## config.mk

```make
export PLATFORM = sky130hd
export DESIGN_NAME = merge_sorter_unit_flat
export DESIGN_NICKNAME = d
export VERILOG_FILES = /design/src/sv/msu_pkg.sv /design/src/sv/msu_if.sv /design/src/sv/msu_ctrl.sv /design/src/sv/msu_dp.sv /design/src/sv/merge_sorter_unit.sv /design/src/flat_wrapper.sv
export SDC_FILE = /design/constraint.sdc
export NUM_CORES = 2
export LEC_CHECK = 0
export BUFFER_PORTS_ARGS = -buffer_cell sky130_fd_sc_hd__buf_2
export CORE_MARGIN = 2
export CORE_UTILIZATION = 60
export DETAILED_ROUTE_END_ITERATION = 8
export PLACE_DENSITY = 0.77
export SLEW_MARGIN = 20
export SYNTH_ARGS = -nofsm -noshare
export SYNTH_HDL_FRONTEND = slang
export SYNTH_SLANG_ARGS = --single-unit
```

## constraint.sdc

```tcl
create_clock -name clk -period 4.8 [get_ports clk]
set_input_delay 0.24 -clock clk [delete_from_list [all_inputs] [get_ports clk]]
set_output_delay 0.24 -clock clk [all_outputs]
set_load 0.05 [all_outputs]
```

## src/sv/msu_pkg.sv

```systemverilog
// shared types and constants of the merge sorter unit
package msu_pkg;

    localparam int DATA_W = 32;

    typedef enum logic [3:0] {
        ST_LOAD,
        ST_SORT_START,
        ST_RUN_INIT,
        ST_READ,
        ST_MERGE,
        ST_EMIT_INIT,
        ST_EMIT_READ,
        ST_EMIT_CAP,
        ST_EMIT_WAIT
    } msu_state_t;

    typedef struct packed {
        logic load;
        logic sort_start;
        logic run_init;
        logic merge_step;
        logic next_run;
        logic next_pass;
        logic emit_init;
        logic emit_capture;
        logic emit_next;
        logic clear;
    } msu_cmd_t;

    typedef struct packed {
        logic run_last;
        logic pass_last;
        logic sort_last;
        logic trivial;
        logic emit_last;
    } msu_status_t;

endpackage

```

## src/sv/msu_if.sv

```systemverilog
// stream interfaces of the merge sorter unit
interface msu_in_if
    import msu_pkg::*;
();
    logic                     valid;
    logic                     ready;
    logic signed [DATA_W-1:0] value;
    logic                     is_last;

    modport source (output valid, value, is_last, input ready);
    modport sink (input valid, value, is_last, output ready);
endinterface

interface msu_out_if
    import msu_pkg::*;
();
    logic                     valid;
    logic                     ready;
    logic signed [DATA_W-1:0] sorted_value;
    logic                     last_out;
    logic                     overflow;

    modport source (output valid, sorted_value, last_out, overflow, input ready);
    modport sink (input valid, sorted_value, last_out, overflow, output ready);
endinterface

```

## src/sv/msu_ctrl.sv

```systemverilog
// controller state machine of the merge sorter unit
module msu_ctrl
    import msu_pkg::*;
(
    input  logic        clk,
    input  logic        rst_n,
    input  logic        in_valid,
    input  logic        in_is_last,
    output logic        in_ready,
    input  logic        out_ready,
    output logic        out_valid,
    input  msu_status_t status,
    output msu_cmd_t    cmd
);

    msu_state_t state_reg;
    msu_state_t state_next;
    logic       out_valid_reg;
    logic       out_valid_next;

    always_ff @(posedge clk or negedge rst_n)
    begin
        if (!rst_n)
        begin
            state_reg     <= ST_LOAD;
            out_valid_reg <= 1'b0;
        end
        else
        begin
            state_reg     <= state_next;
            out_valid_reg <= out_valid_next;
        end
    end

    always_comb
    begin
        state_next     = state_reg;
        out_valid_next = out_valid_reg;
        cmd            = '0;
        in_ready       = 1'b0;
        case (state_reg)
            ST_LOAD:
            begin
                in_ready = 1'b1;
                if (in_valid)
                begin
                    cmd.load = 1'b1;
                    if (in_is_last)
                    begin
                        state_next = ST_SORT_START;
                    end
                end
            end
            ST_SORT_START:
            begin
                cmd.sort_start = 1'b1;
                state_next     = status.trivial ? ST_EMIT_INIT : ST_RUN_INIT;
            end
            ST_RUN_INIT:
            begin
                cmd.run_init = 1'b1;
                state_next   = ST_READ;
            end
            ST_READ:
            begin
                state_next = ST_MERGE;
            end
            ST_MERGE:
            begin
                cmd.merge_step = 1'b1;
                if (!status.run_last)
                begin
                    state_next = ST_READ;
                end
                else if (!status.pass_last)
                begin
                    cmd.next_run = 1'b1;
                    state_next   = ST_RUN_INIT;
                end
                else
                begin
                    cmd.next_pass = 1'b1;
                    state_next    = status.sort_last ? ST_EMIT_INIT : ST_RUN_INIT;
                end
            end
            ST_EMIT_INIT:
            begin
                cmd.emit_init = 1'b1;
                state_next    = ST_EMIT_READ;
            end
            ST_EMIT_READ:
            begin
                state_next = ST_EMIT_CAP;
            end
            ST_EMIT_CAP:
            begin
                cmd.emit_capture = 1'b1;
                out_valid_next   = 1'b1;
                state_next       = ST_EMIT_WAIT;
            end
            ST_EMIT_WAIT:
            begin
                if (out_ready)
                begin
                    out_valid_next = 1'b0;
                    if (status.emit_last)
                    begin
                        cmd.clear  = 1'b1;
                        state_next = ST_LOAD;
                    end
                    else
                    begin
                        cmd.emit_next = 1'b1;
                        state_next    = ST_EMIT_READ;
                    end
                end
            end
            default:
            begin
                state_next     = ST_LOAD;
                out_valid_next = 1'b0;
            end
        endcase
    end

    assign out_valid = out_valid_reg;

`ifndef SYNTHESIS
    a_valid_only_in_wait: assert property (@(posedge clk) disable iff (!rst_n)
        out_valid_reg |-> (state_reg == ST_EMIT_WAIT))
        else $error("result beat outside the wait state");

    a_no_load_during_emit: assert property (@(posedge clk) disable iff (!rst_n)
        !(in_ready && out_valid_reg))
        else $error("input taken while a result beat is pending");

    a_read_then_merge: assert property (@(posedge clk) disable iff (!rst_n)
        (state_reg == ST_READ) |=> (state_reg == ST_MERGE))
        else $error("merge step does not follow its read");

    a_last_beat_clears: assert property (@(posedge clk) disable iff (!rst_n)
        (out_valid_reg && out_ready && status.emit_last) |=> (state_reg == ST_LOAD))
        else $error("set not closed after its last beat");
`endif

endmodule

```

## src/sv/msu_dp.sv

```systemverilog
// datapath of the merge sorter unit: element banks, merge counters, result register
module msu_dp
    import msu_pkg::*;
#(
    parameter int MAX_ELEMENTS = 16
)
(
    input  logic                     clk,
    input  logic                     rst_n,
    input  msu_cmd_t                 cmd,
    output msu_status_t              status,
    input  logic signed [DATA_W-1:0] value,
    output logic signed [DATA_W-1:0] sorted_value,
    output logic                     last_out,
    output logic                     overflow
);

    localparam int AW = $clog2(MAX_ELEMENTS);
    localparam int CW = AW + 2;
    localparam logic [CW-1:0] MAX_C = CW'(MAX_ELEMENTS);
    localparam logic [CW-1:0] ONE_C = CW'(1);

    logic signed [DATA_W-1:0] bank0_mem [MAX_ELEMENTS];
    logic signed [DATA_W-1:0] bank1_mem [MAX_ELEMENTS];
    logic signed [DATA_W-1:0] bank0_rd_a_reg;
    logic signed [DATA_W-1:0] bank0_rd_b_reg;
    logic signed [DATA_W-1:0] bank1_rd_a_reg;
    logic signed [DATA_W-1:0] bank1_rd_b_reg;

    logic [CW-1:0] count_reg;
    logic          dropped_reg;
    logic          src_bank_reg;
    logic [CW-1:0] width_reg;
    logic [CW-1:0] lo_reg;
    logic [CW-1:0] mid_reg;
    logic [CW-1:0] hi_reg;
    logic [CW-1:0] i_reg;
    logic [CW-1:0] j_reg;
    logic [CW-1:0] k_reg;

    logic signed [DATA_W-1:0] sorted_value_reg;
    logic                     last_out_reg;
    logic                     overflow_reg;

    logic signed [DATA_W-1:0] rd_a;
    logic signed [DATA_W-1:0] rd_b;
    logic                     take_a;
    logic signed [DATA_W-1:0] merge_data;
    logic [CW-1:0]            double_w;
    logic [CW-1:0]            run_mid;
    logic [CW-1:0]            run_hi;
    logic                     has_room;
    logic                     wr0_en;
    logic [AW-1:0]            wr0_addr;
    logic signed [DATA_W-1:0] wr0_data;
    logic                     wr1_en;

    assign rd_a       = src_bank_reg ? bank1_rd_a_reg : bank0_rd_a_reg;
    assign rd_b       = src_bank_reg ? bank1_rd_b_reg : bank0_rd_b_reg;
    assign take_a     = (i_reg < mid_reg) && ((j_reg >= hi_reg) || (rd_a <= rd_b));
    assign merge_data = take_a ? rd_a : rd_b;
    assign double_w   = width_reg << 1;
    assign run_mid    = ((lo_reg + width_reg) > count_reg) ? count_reg : lo_reg + width_reg;
    assign run_hi     = ((lo_reg + double_w) > count_reg) ? count_reg : lo_reg + double_w;
    assign has_room   = (count_reg < MAX_C);

    assign status.run_last  = ((k_reg + ONE_C) == hi_reg);
    assign status.pass_last = ((lo_reg + double_w) >= count_reg);
    assign status.sort_last = (double_w >= count_reg);
    assign status.trivial   = (count_reg <= ONE_C);
    assign status.emit_last = ((i_reg + ONE_C) == count_reg);

    // bank 0 takes loads and merges out of bank 1, bank 1 takes merges out of bank 0
    assign wr0_en   = (cmd.load && has_room) || (cmd.merge_step && src_bank_reg);
    assign wr0_addr = cmd.load ? count_reg[AW-1:0] : k_reg[AW-1:0];
    assign wr0_data = cmd.load ? value : merge_data;
    assign wr1_en   = cmd.merge_step && !src_bank_reg;

    always_ff @(posedge clk)
    begin
        if (wr0_en)
        begin
            bank0_mem[wr0_addr] <= wr0_data;
        end
        bank0_rd_a_reg <= bank0_mem[i_reg[AW-1:0]];
        bank0_rd_b_reg <= bank0_mem[j_reg[AW-1:0]];
    end

    always_ff @(posedge clk)
    begin
        if (wr1_en)
        begin
            bank1_mem[k_reg[AW-1:0]] <= merge_data;
        end
        bank1_rd_a_reg <= bank1_mem[i_reg[AW-1:0]];
        bank1_rd_b_reg <= bank1_mem[j_reg[AW-1:0]];
    end

    always_ff @(posedge clk or negedge rst_n)
    begin
        if (!rst_n)
        begin
            count_reg    <= '0;
            dropped_reg  <= 1'b0;
            src_bank_reg <= 1'b0;
        end
        else
        begin
            if (cmd.load)
            begin
                if (has_room)
                begin
                    count_reg <= count_reg + ONE_C;
                end
                else
                begin
                    dropped_reg <= 1'b1;
                end
            end
            if (cmd.sort_start)
            begin
                src_bank_reg <= 1'b0;
            end
            if (cmd.next_pass)
            begin
                src_bank_reg <= !src_bank_reg;
            end
            if (cmd.clear)
            begin
                count_reg   <= '0;
                dropped_reg <= 1'b0;
            end
        end
    end

    always_ff @(posedge clk)
    begin
        if (cmd.sort_start)
        begin
            width_reg <= ONE_C;
            lo_reg    <= '0;
        end
        if (cmd.run_init)
        begin
            mid_reg <= run_mid;
            hi_reg  <= run_hi;
            i_reg   <= lo_reg;
            j_reg   <= run_mid;
            k_reg   <= lo_reg;
        end
        if (cmd.merge_step)
        begin
            k_reg <= k_reg + ONE_C;
            if (take_a)
            begin
                i_reg <= i_reg + ONE_C;
            end
            else
            begin
                j_reg <= j_reg + ONE_C;
            end
        end
        if (cmd.next_run)
        begin
            lo_reg <= lo_reg + double_w;
        end
        if (cmd.next_pass)
        begin
            width_reg <= double_w;
            lo_reg    <= '0;
        end
        if (cmd.emit_init)
        begin
            i_reg <= '0;
        end
        if (cmd.emit_next)
        begin
            i_reg <= i_reg + ONE_C;
        end
        if (cmd.emit_capture)
        begin
            sorted_value_reg <= rd_a;
            last_out_reg     <= status.emit_last;
            overflow_reg     <= dropped_reg;
        end
    end

    assign sorted_value = sorted_value_reg;
    assign last_out     = last_out_reg;
    assign overflow     = overflow_reg;

`ifndef SYNTHESIS
    a_count_bounded: assert property (@(posedge clk) disable iff (!rst_n)
        count_reg <= MAX_C)
        else $error("element count beyond capacity");

    a_merge_in_run: assert property (@(posedge clk) disable iff (!rst_n)
        cmd.merge_step |-> (k_reg < hi_reg) && ((i_reg < mid_reg) || (j_reg < hi_reg)))
        else $error("merge step outside its run");
`endif

endmodule

```

## src/sv/merge_sorter_unit.sv

```systemverilog
// top level of the merge sorter unit
//
// in_stream carries one signed 32-bit value per beat; is_last closes the set.
// Values beyond MAX_ELEMENTS in one set are dropped and every result of that
// set then shows overflow. A set always holds at least its first value.
// in_stream.ready is high throughout loading. After the closing beat the block sorts
// with a bottom-up stable merge sort (equal values keep arrival order) over
// two element banks used in turn: ceil(log2 n) passes, each with a setup state
// per run and a read and a merge state for the single compare and write of
// each element. out_stream then gives the n values in ascending order, each
// beat through a read, a capture and a wait state; last_out marks the final one.
// in_stream.ready stays low from the closing beat until the final result
// beat is taken. A stall on out_stream holds the current result beat and
// the sorter simply waits. Reset empties the set and drops any result in
// flight; bank contents are not cleared.
module merge_sorter_unit
    import msu_pkg::*;
#(
    parameter int MAX_ELEMENTS = 16
)
(
    input logic       clk,
    input logic       rst_n,
    msu_in_if.sink    in_stream,
    msu_out_if.source out_stream
);

    msu_cmd_t    cmd;
    msu_status_t status;
    logic        in_ready;
    logic        out_valid;

    msu_ctrl u_ctrl (
        .clk        (clk),
        .rst_n      (rst_n),
        .in_valid   (in_stream.valid),
        .in_is_last (in_stream.is_last),
        .in_ready   (in_ready),
        .out_ready  (out_stream.ready),
        .out_valid  (out_valid),
        .status     (status),
        .cmd        (cmd)
    );

    msu_dp #(
        .MAX_ELEMENTS (MAX_ELEMENTS)
    ) u_dp (
        .clk          (clk),
        .rst_n        (rst_n),
        .cmd          (cmd),
        .status       (status),
        .value        (in_stream.value),
        .sorted_value (out_stream.sorted_value),
        .last_out     (out_stream.last_out),
        .overflow     (out_stream.overflow)
    );

    assign in_stream.ready  = in_ready;
    assign out_stream.valid = out_valid;

endmodule
```

## src/flat_wrapper.sv

```systemverilog
// flat-port wrapper written by rule: the top's interface ports become plain ports
module merge_sorter_unit_flat import msu_pkg::*;
#(
    parameter int MAX_ELEMENTS = 16
)
  (clk, rst_n, in_stream_valid, in_stream_value, in_stream_is_last, in_stream_ready, out_stream_valid, out_stream_sorted_value, out_stream_last_out, out_stream_overflow, out_stream_ready);
  msu_in_if in_stream_i ();
  msu_out_if out_stream_i ();
  input logic clk;
  input logic rst_n;
  input wire logic [$bits(in_stream_i.valid)-1:0] in_stream_valid;
  input wire logic [$bits(in_stream_i.value)-1:0] in_stream_value;
  input wire logic [$bits(in_stream_i.is_last)-1:0] in_stream_is_last;
  output wire logic [$bits(in_stream_i.ready)-1:0] in_stream_ready;
  output wire logic [$bits(out_stream_i.valid)-1:0] out_stream_valid;
  output wire logic [$bits(out_stream_i.sorted_value)-1:0] out_stream_sorted_value;
  output wire logic [$bits(out_stream_i.last_out)-1:0] out_stream_last_out;
  output wire logic [$bits(out_stream_i.overflow)-1:0] out_stream_overflow;
  input wire logic [$bits(out_stream_i.ready)-1:0] out_stream_ready;
  assign in_stream_i.valid = in_stream_valid;
  assign in_stream_i.value = in_stream_value;
  assign in_stream_i.is_last = in_stream_is_last;
  assign in_stream_ready = in_stream_i.ready;
  assign out_stream_valid = out_stream_i.valid;
  assign out_stream_sorted_value = out_stream_i.sorted_value;
  assign out_stream_last_out = out_stream_i.last_out;
  assign out_stream_overflow = out_stream_i.overflow;
  assign out_stream_i.ready = out_stream_ready;
  merge_sorter_unit #(.MAX_ELEMENTS(MAX_ELEMENTS)) u_core (.clk(clk), .rst_n(rst_n), .in_stream(in_stream_i), .out_stream(out_stream_i));
endmodule
```

; Yosys cells after proc, flatten, opt, wreduce, memory -nomap -nowiden
; Memory sizes are Yosys's and may differ from the RTL's. A register that Yosys moved wholly into a read port is not among the register bits.
; Cells that the tools add are included.
; W data, S select, Z words.
[totals]
word_cells = 125
input_bits = 37
register_bits = 89
ram_bits = 1024
n_memories = 2
output_inout_bits = 36
[op_classes]
magnitude_cmp = 9
reduce_logical = 18
mux = 59
n_eq_ne = 14
n_addsub = 6
bitwise = 1
[mem_list]
columns = memory, words, word_bits, read_ports, rd_ports_with_merged_regs, wr, line_no
row1 = u_core.u_dp.bank0_mem, 16, 32, 2, 2, 1, msu_dp.sv:23  ; logic signed [DATA_W-1:0] bank0_mem [MAX_ELEMENTS];
row2 = u_core.u_dp.bank1_mem, 16, 32, 2, 2, 1, msu_dp.sv:24  ; logic signed [DATA_W-1:0] bank1_mem [MAX_ELEMENTS];
[op_table]
columns = cell, count
row1 = $mux W32, 4
row2 = $mux W6, 19
row3 = $pmux W4 S9, 1
row4 = $le A32 B32 Y1, 1
row5 = $add A6 B1 Y6 const B, 4
row6 = $mux W1, 21
row7 = $mux W4, 5
row8 = $ge A6 B6 Y1, 3
row9 = $eq A4 B3 Y1 const B, 4
row10 = $mux W3, 5
row11 = $add A6 B6 Y6, 2
row12 = $eq A6 B6 Y1, 2
row13 = $gt A6 B6 Y1, 2
row14 = $reduce_bool A2 Y1, 5
row15 = $eq A4 B2 Y1 const B, 2
row16 = $reduce_or A7 Y1, 1
row17 = $le A6 B1 Y1 const B, 1
row18 = $lt A6 B5 Y1 const B, 1
row19 = $lt A6 B6 Y1, 1
row20 = $mux W2, 3
row21 = $ne A2 B2 Y1 const B, 3
row22 = $reduce_and A2 Y1, 3
row23 = $eq A4 B1 Y1 const B, 1
row24 = $eq A4 B4 Y1 const B, 1
row25 = other kinds (8), 12

; Logic depth before layout (Yosys ltp)
[depth]
ltp_word = 9
ltp_mapped = 15
mapped_depth_nobuf = 13

; Modules after synthesis
; A second synthesis with hierarchy kept.
[hier_totals]
cells_unflattened = 3184
area_unflattened_um2 = 56307.8
[modules_own_cells]
columns = mod, cells_each, seq_area_each_um2, area_per_inst_um2, n_inst
row1 = msu_dp, 3129, 35584.1, 55877.3, 1
row2 = msu_ctrl, 55, 125.1, 430.4, 1

; Worst setup path before layout
; OpenSTA, ideal clock, no wires.
[synth_timing]
path_type = flip-flop to flip-flop
startpoint = reg u_core.u_ctrl.state_reg[1]
endpoint = mem u_core.u_dp.bank0_mem[4][0] (enable)
t_arrival_ns = 4.029
required_ns = 4.379
path_buffers = 1
synth_period_minus_slack_ns = 4.451
stages_incl_launch_ff = 9
path_slack_ns = 0.349
setup_ns = 0.421
cell_sequence = dfrtp_1 clkbuf_1 nor4_2 nand2_2 nor3_2 a21oi_1 nor2b_1 nand2_1 nor2_1
[synth_between]
elab_chain_len = 6
word_cells_on_any_way = 10
classes_between = eq/ne (1) / mux (5) / reduce/logical (4)
[synth_lines]
columns = element, line_no
row1 = "start, declared", msu_ctrl.sv:16  ; msu_state_t state_reg;
row2 = "start signal, assigned", msu_ctrl.sv:30  ; state_reg <= state_next;
row3 = $eq A4 B3 Y1 / $logic_not A4 Y1 (equally long branches), msu_ctrl.sv:41  ; case (state_reg)
row4 = $mux W3 / $mux W1 (equally long branches), msu_ctrl.sv:41
row5 = $logic_and A1 B1 Y1, msu_dp.sv:74  ; assign wr0_en = (cmd.load && has_room) || (cmd.merge_step && src_bank_reg);
row6 = $logic_or A1 B1 Y1, msu_dp.sv:74
row7 = $mux W1, msu_dp.sv:81  ; if (wr0_en)
row8 = $mux W1 (implied by the code), msu_dp.sv:83  ; bank0_mem[wr0_addr] <= wr0_data;
row9 = "end, declared", msu_dp.sv:23
; Parallel ways exist; a longest one is shown, timed or not.

; Worst setup path after layout
[layout_timing]
startpoint = reg u_core.u_dp.src_bank_reg
endpoint = mem u_core.u_dp.bank0_mem[2][9] (data pin)
[layout_between]
elab_chain_len = 6
word_cells_on_any_way = 7
classes_between = order compare (1) / mux (4) / reduce/logical (2)
[layout_lines]
columns = element, line_no
row1 = "start, declared", msu_dp.sv:32  ; logic src_bank_reg;
row2 = "start signal, assigned", msu_dp.sv:126  ; src_bank_reg <= !src_bank_reg;
row3 = "$mux W32, on equally long branches", "msu_dp.sv:58, msu_dp.sv:59"
row4 = $le A32 B32 Y1, msu_dp.sv:60  ; assign take_a = (i_reg < mid_reg) && ((j_reg >= hi_reg) || (rd_a <= rd_b));
row5 = $logic_or A1 B1 Y1, msu_dp.sv:60
row6 = $logic_and A1 B1 Y1, msu_dp.sv:60
row7 = $mux W32 *, msu_dp.sv:61  ; assign merge_data = take_a ? rd_a : rd_b;
row8 = via u_core.u_dp.merge_data[9], msu_dp.sv:48  ; logic signed [DATA_W-1:0] merge_data;
row9 = $mux W32 *, msu_dp.sv:76  ; assign wr0_data = cmd.load ? value : merge_data;
row10 = via u_core.u_dp.wr0_data[9], msu_dp.sv:55  ; logic signed [DATA_W-1:0] wr0_data;
; The timed path passes the listed nets; every way through them passes the cells marked *.

==> qor.yml <==
slew_violations: 0
grt_pass1_wl_um: 230000
cp-end-kind: "flop"
p_int_uw: 27300
synthTopCellsByArea: "edfxtp_1 58%, mux4_2 18%, dfxtp_1 5.2%"
port_buffers: 72
cap_violations: 0
drive_gt1_share_pct: 29.2
gp_congestion: 0.921
cp_max_fo: 16
fp-row-count: 112
fin_crit_sh_pct: 99.3
drt_first_pass_iters: 6
io_pins: 73
cp_cell_sequence: "clkbuf_16, mux2i_1, ha_1, nand4_1, nor2_1, a221o_1, o31ai_2, a31oi_4, nor2_8, buf_4, mux2i_1, mux2_2"
max_stage_delay_ns: 0.63
yosys_warnings: 0
synth.most_common_cell: "edfxtp_1"
start_util_pct: 60.5
yosysUniqueCellTypes: 65
leakage_uw: 0.0205
seq_area_frac_synth_pct: 63.3
cts-htree-levels: 3
antenna_found_initial: 10
crit_path_frequent_cell: "mux2i_1"
grt_max_degree: 152
hold_slack_ns: 0.0537
clock-root-buffer: "clkbuf_16"
path_class: "reg -> reg"
hold_viol_final: 0
route.detailed.drc: 0
syn_area_per_cell_um2: 17.7
slew_headroom_pct: 22.2
fin_tns_setup_ns: 0
p_sw_share_pct: 32.9
combPwrFrac_pct: 33.8
fin_crit_ns: 4.77
synth_cells: 3188
clock_latency_ns: 0.73
via_per_inst: 7.25
syn_area_um2: 56400
arrival_ns: 5.29
synth_common_cells: "1081 x edfxtp_1, 448 x mux4_2, 290 x mux2i_1"
status: "finished, final reports clean"
grt.total_usage_pct: 32.8
multi_input_area_um2: 19800
core_area_um2: 93200
switching_power_uw: 13400
synth_enable_flop_cells: 1081
synthArstFlopShare_pct: 1.05
die_height_um: 311
total_power_uw: 40600
timing.fmax_mhz: 210
worstMarginPinSlew_ns: 1.17
clockPowerShare_pct: 25.4
clock_path_buffers: 3
fillers: 5843
fp.dieW_um: 311
ant_nets: 0
syn-num-nets: 3302
finalSetupViolations: 0
cts-buffers-inserted: 119
fin_nets: 3397
overflow: 0
drtIter0Drc: 4879
synth_flop_cell: "edfxtp_1"
vias: 33704
cts_tree: "built"
p_seq_share_pct: 40.8
netlist.top_cell.by_area: "edfxtp_1"
powerDensity_nw_per_um2: 644
grt_pass1_vias: 33640
finalWirelength_um: 159000
crit_path_top_delay_cell: "dfrtp_4"
wl_per_cell_um: 34.2
start_kind: "flop"
peakVddDrop_mv: 0.733
hpwl_um: 92500
clkSinkCount: 1240
die_area_um2: 96400
required_ns: 5.32
regArea_um2: 35700
path_clk_slew_ns: 0.06
area_growth_pct: 11.9
finalClockSkew_ns: 0.0379
ys_seq_elements: 1240
min_path_type: "in -> reg"
rsz0062_at_grt: "false"
synth_top_area_share_pct: 57.6
## logic make-up (layout without fill, tap and decap cells)
group / Yosys count / after routing / synth area share (%)
DFF: 1240 / 1240 / 63.3
muxes: 845 / 845 / 25.2
AOI/OAI and AO/OA: 438 / 438 / 4.91
and+or+nand+nor: 283 / 283 / 2.27
buffers and inverters: 274 / 475 / 2.09
adders and majority gates: 77 / 77 / 1.72
xor gates and xnor gates: 31 / 31 / 0.482
other: 0 / 4 / 0
## final cells by class
type                    instances  share of cell area [%]
diodes                          4                  0.0159
multi-input cells            1674                    31.3
repair buffers                181                    2.17
clock buffers                 157                    5.22
well taps                    1254                    2.49
flip-flops and latches       1240                    56.7
clock inverters                70                    1.71
inverters                      67                   0.407
## path summary, 6_finish.rpt
| kind | slack [ns] | from | cells past startpoint | endpoint |
|---|---|---|---|---|
| max in group asynchronous | 3.58 | rst_n | 3 | u_core.u_dp.src_bank_reg |
| worst min-delay path | 0.05 | in_stream_valid | 5 | u_core.u_dp.dropped_reg |
| min in group asynchronous | 0.70 | rst_n | 3 | u_core.u_dp.count_reg[3] |
| worst max-delay path | 0.03 | u_core.u_dp.src_bank_reg | 12 | u_core.u_dp.bank0_mem[2][9] |
| worst max register to register | 0.03 | u_core.u_dp.src_bank_reg | 12 | u_core.u_dp.bank0_mem[2][9] |
| worst min register to register | 0.46 | u_core.u_dp.dropped_reg | 0 | u_core.u_dp.overflow |
## critical path, delay by kind of cell, from the launching register on
| kind | cells | cell delay (ns) |
|---|---|---|
| mux | 3 | 1.34 |
| fa+ha+maj | 1 | 0.32 |
| compound gates | 3 | 1.06 |
| flops | 1 | 0.63 |
| buf+inv | 2 | 0.60 |
| simple gates | 3 | 0.56 |
## metrics by stage
step | std cells | cell area (µm²) | setup WS (ns) | util [%]
after global routing | 4643 | 63100 | 0.00220 | 67.7
after CTS | 4642 | 63000 | 0.00369 | 67.6
after detailed placement | 4411 | 58600 | -0.214 | 62.9
after global placement | 4411 | 58600 | 0.0865 | 62.9
final | 4647 | 63100 | 0.0325 | 67.7
after floorplan | 3188 | 56400 | 0.349 | -
## layout by cell type (no fill, tap or decap), drive strengths merged, types with 73 or more instances in the layout
cell type	count
edfxtp	1081
nor2	75
mux2i	290
nand2	122
buf	176
o21ai	153
inv	73
dfxtp	146
mux4	448
ha	76
clkbuf	158
a21oi	104
mux2	107
## routing by layer
layer / GRT usage (%) / up-vias / part of all wire (%) / wire (µm)
li1: - / 13354 / - / -
met1: 46.5 / 17486 / 37 / 58100
met2: 49.6 / 2468 / 46 / 73400
met3: 8.83 / 388 / 14 / 22000
met4: 11.4 / 8 / 3.4 / 5430
met5: 0 / - / 0.033 / 53
## power groups by stage
stage          sequential [µW]  clock [µW]  combinational, µW
6_report                 16600       10300              13700
5_1_grt                  16600       10800              14500
3_3_place_gp             16700           0              12700
4_1_cts                  16500       10400              13500
3_5_place_dp             16700           0              13400
2_1_floorplan            16200           0               9380
## timing repair
action,CTS,global route
setup buffers,0,1
setup endpoints to repair,16,346
endpoints found under the hold margin,23,0
hold buffers,4,0
gates resized for setup,1,5
Power figures use the tool's default switching activity.
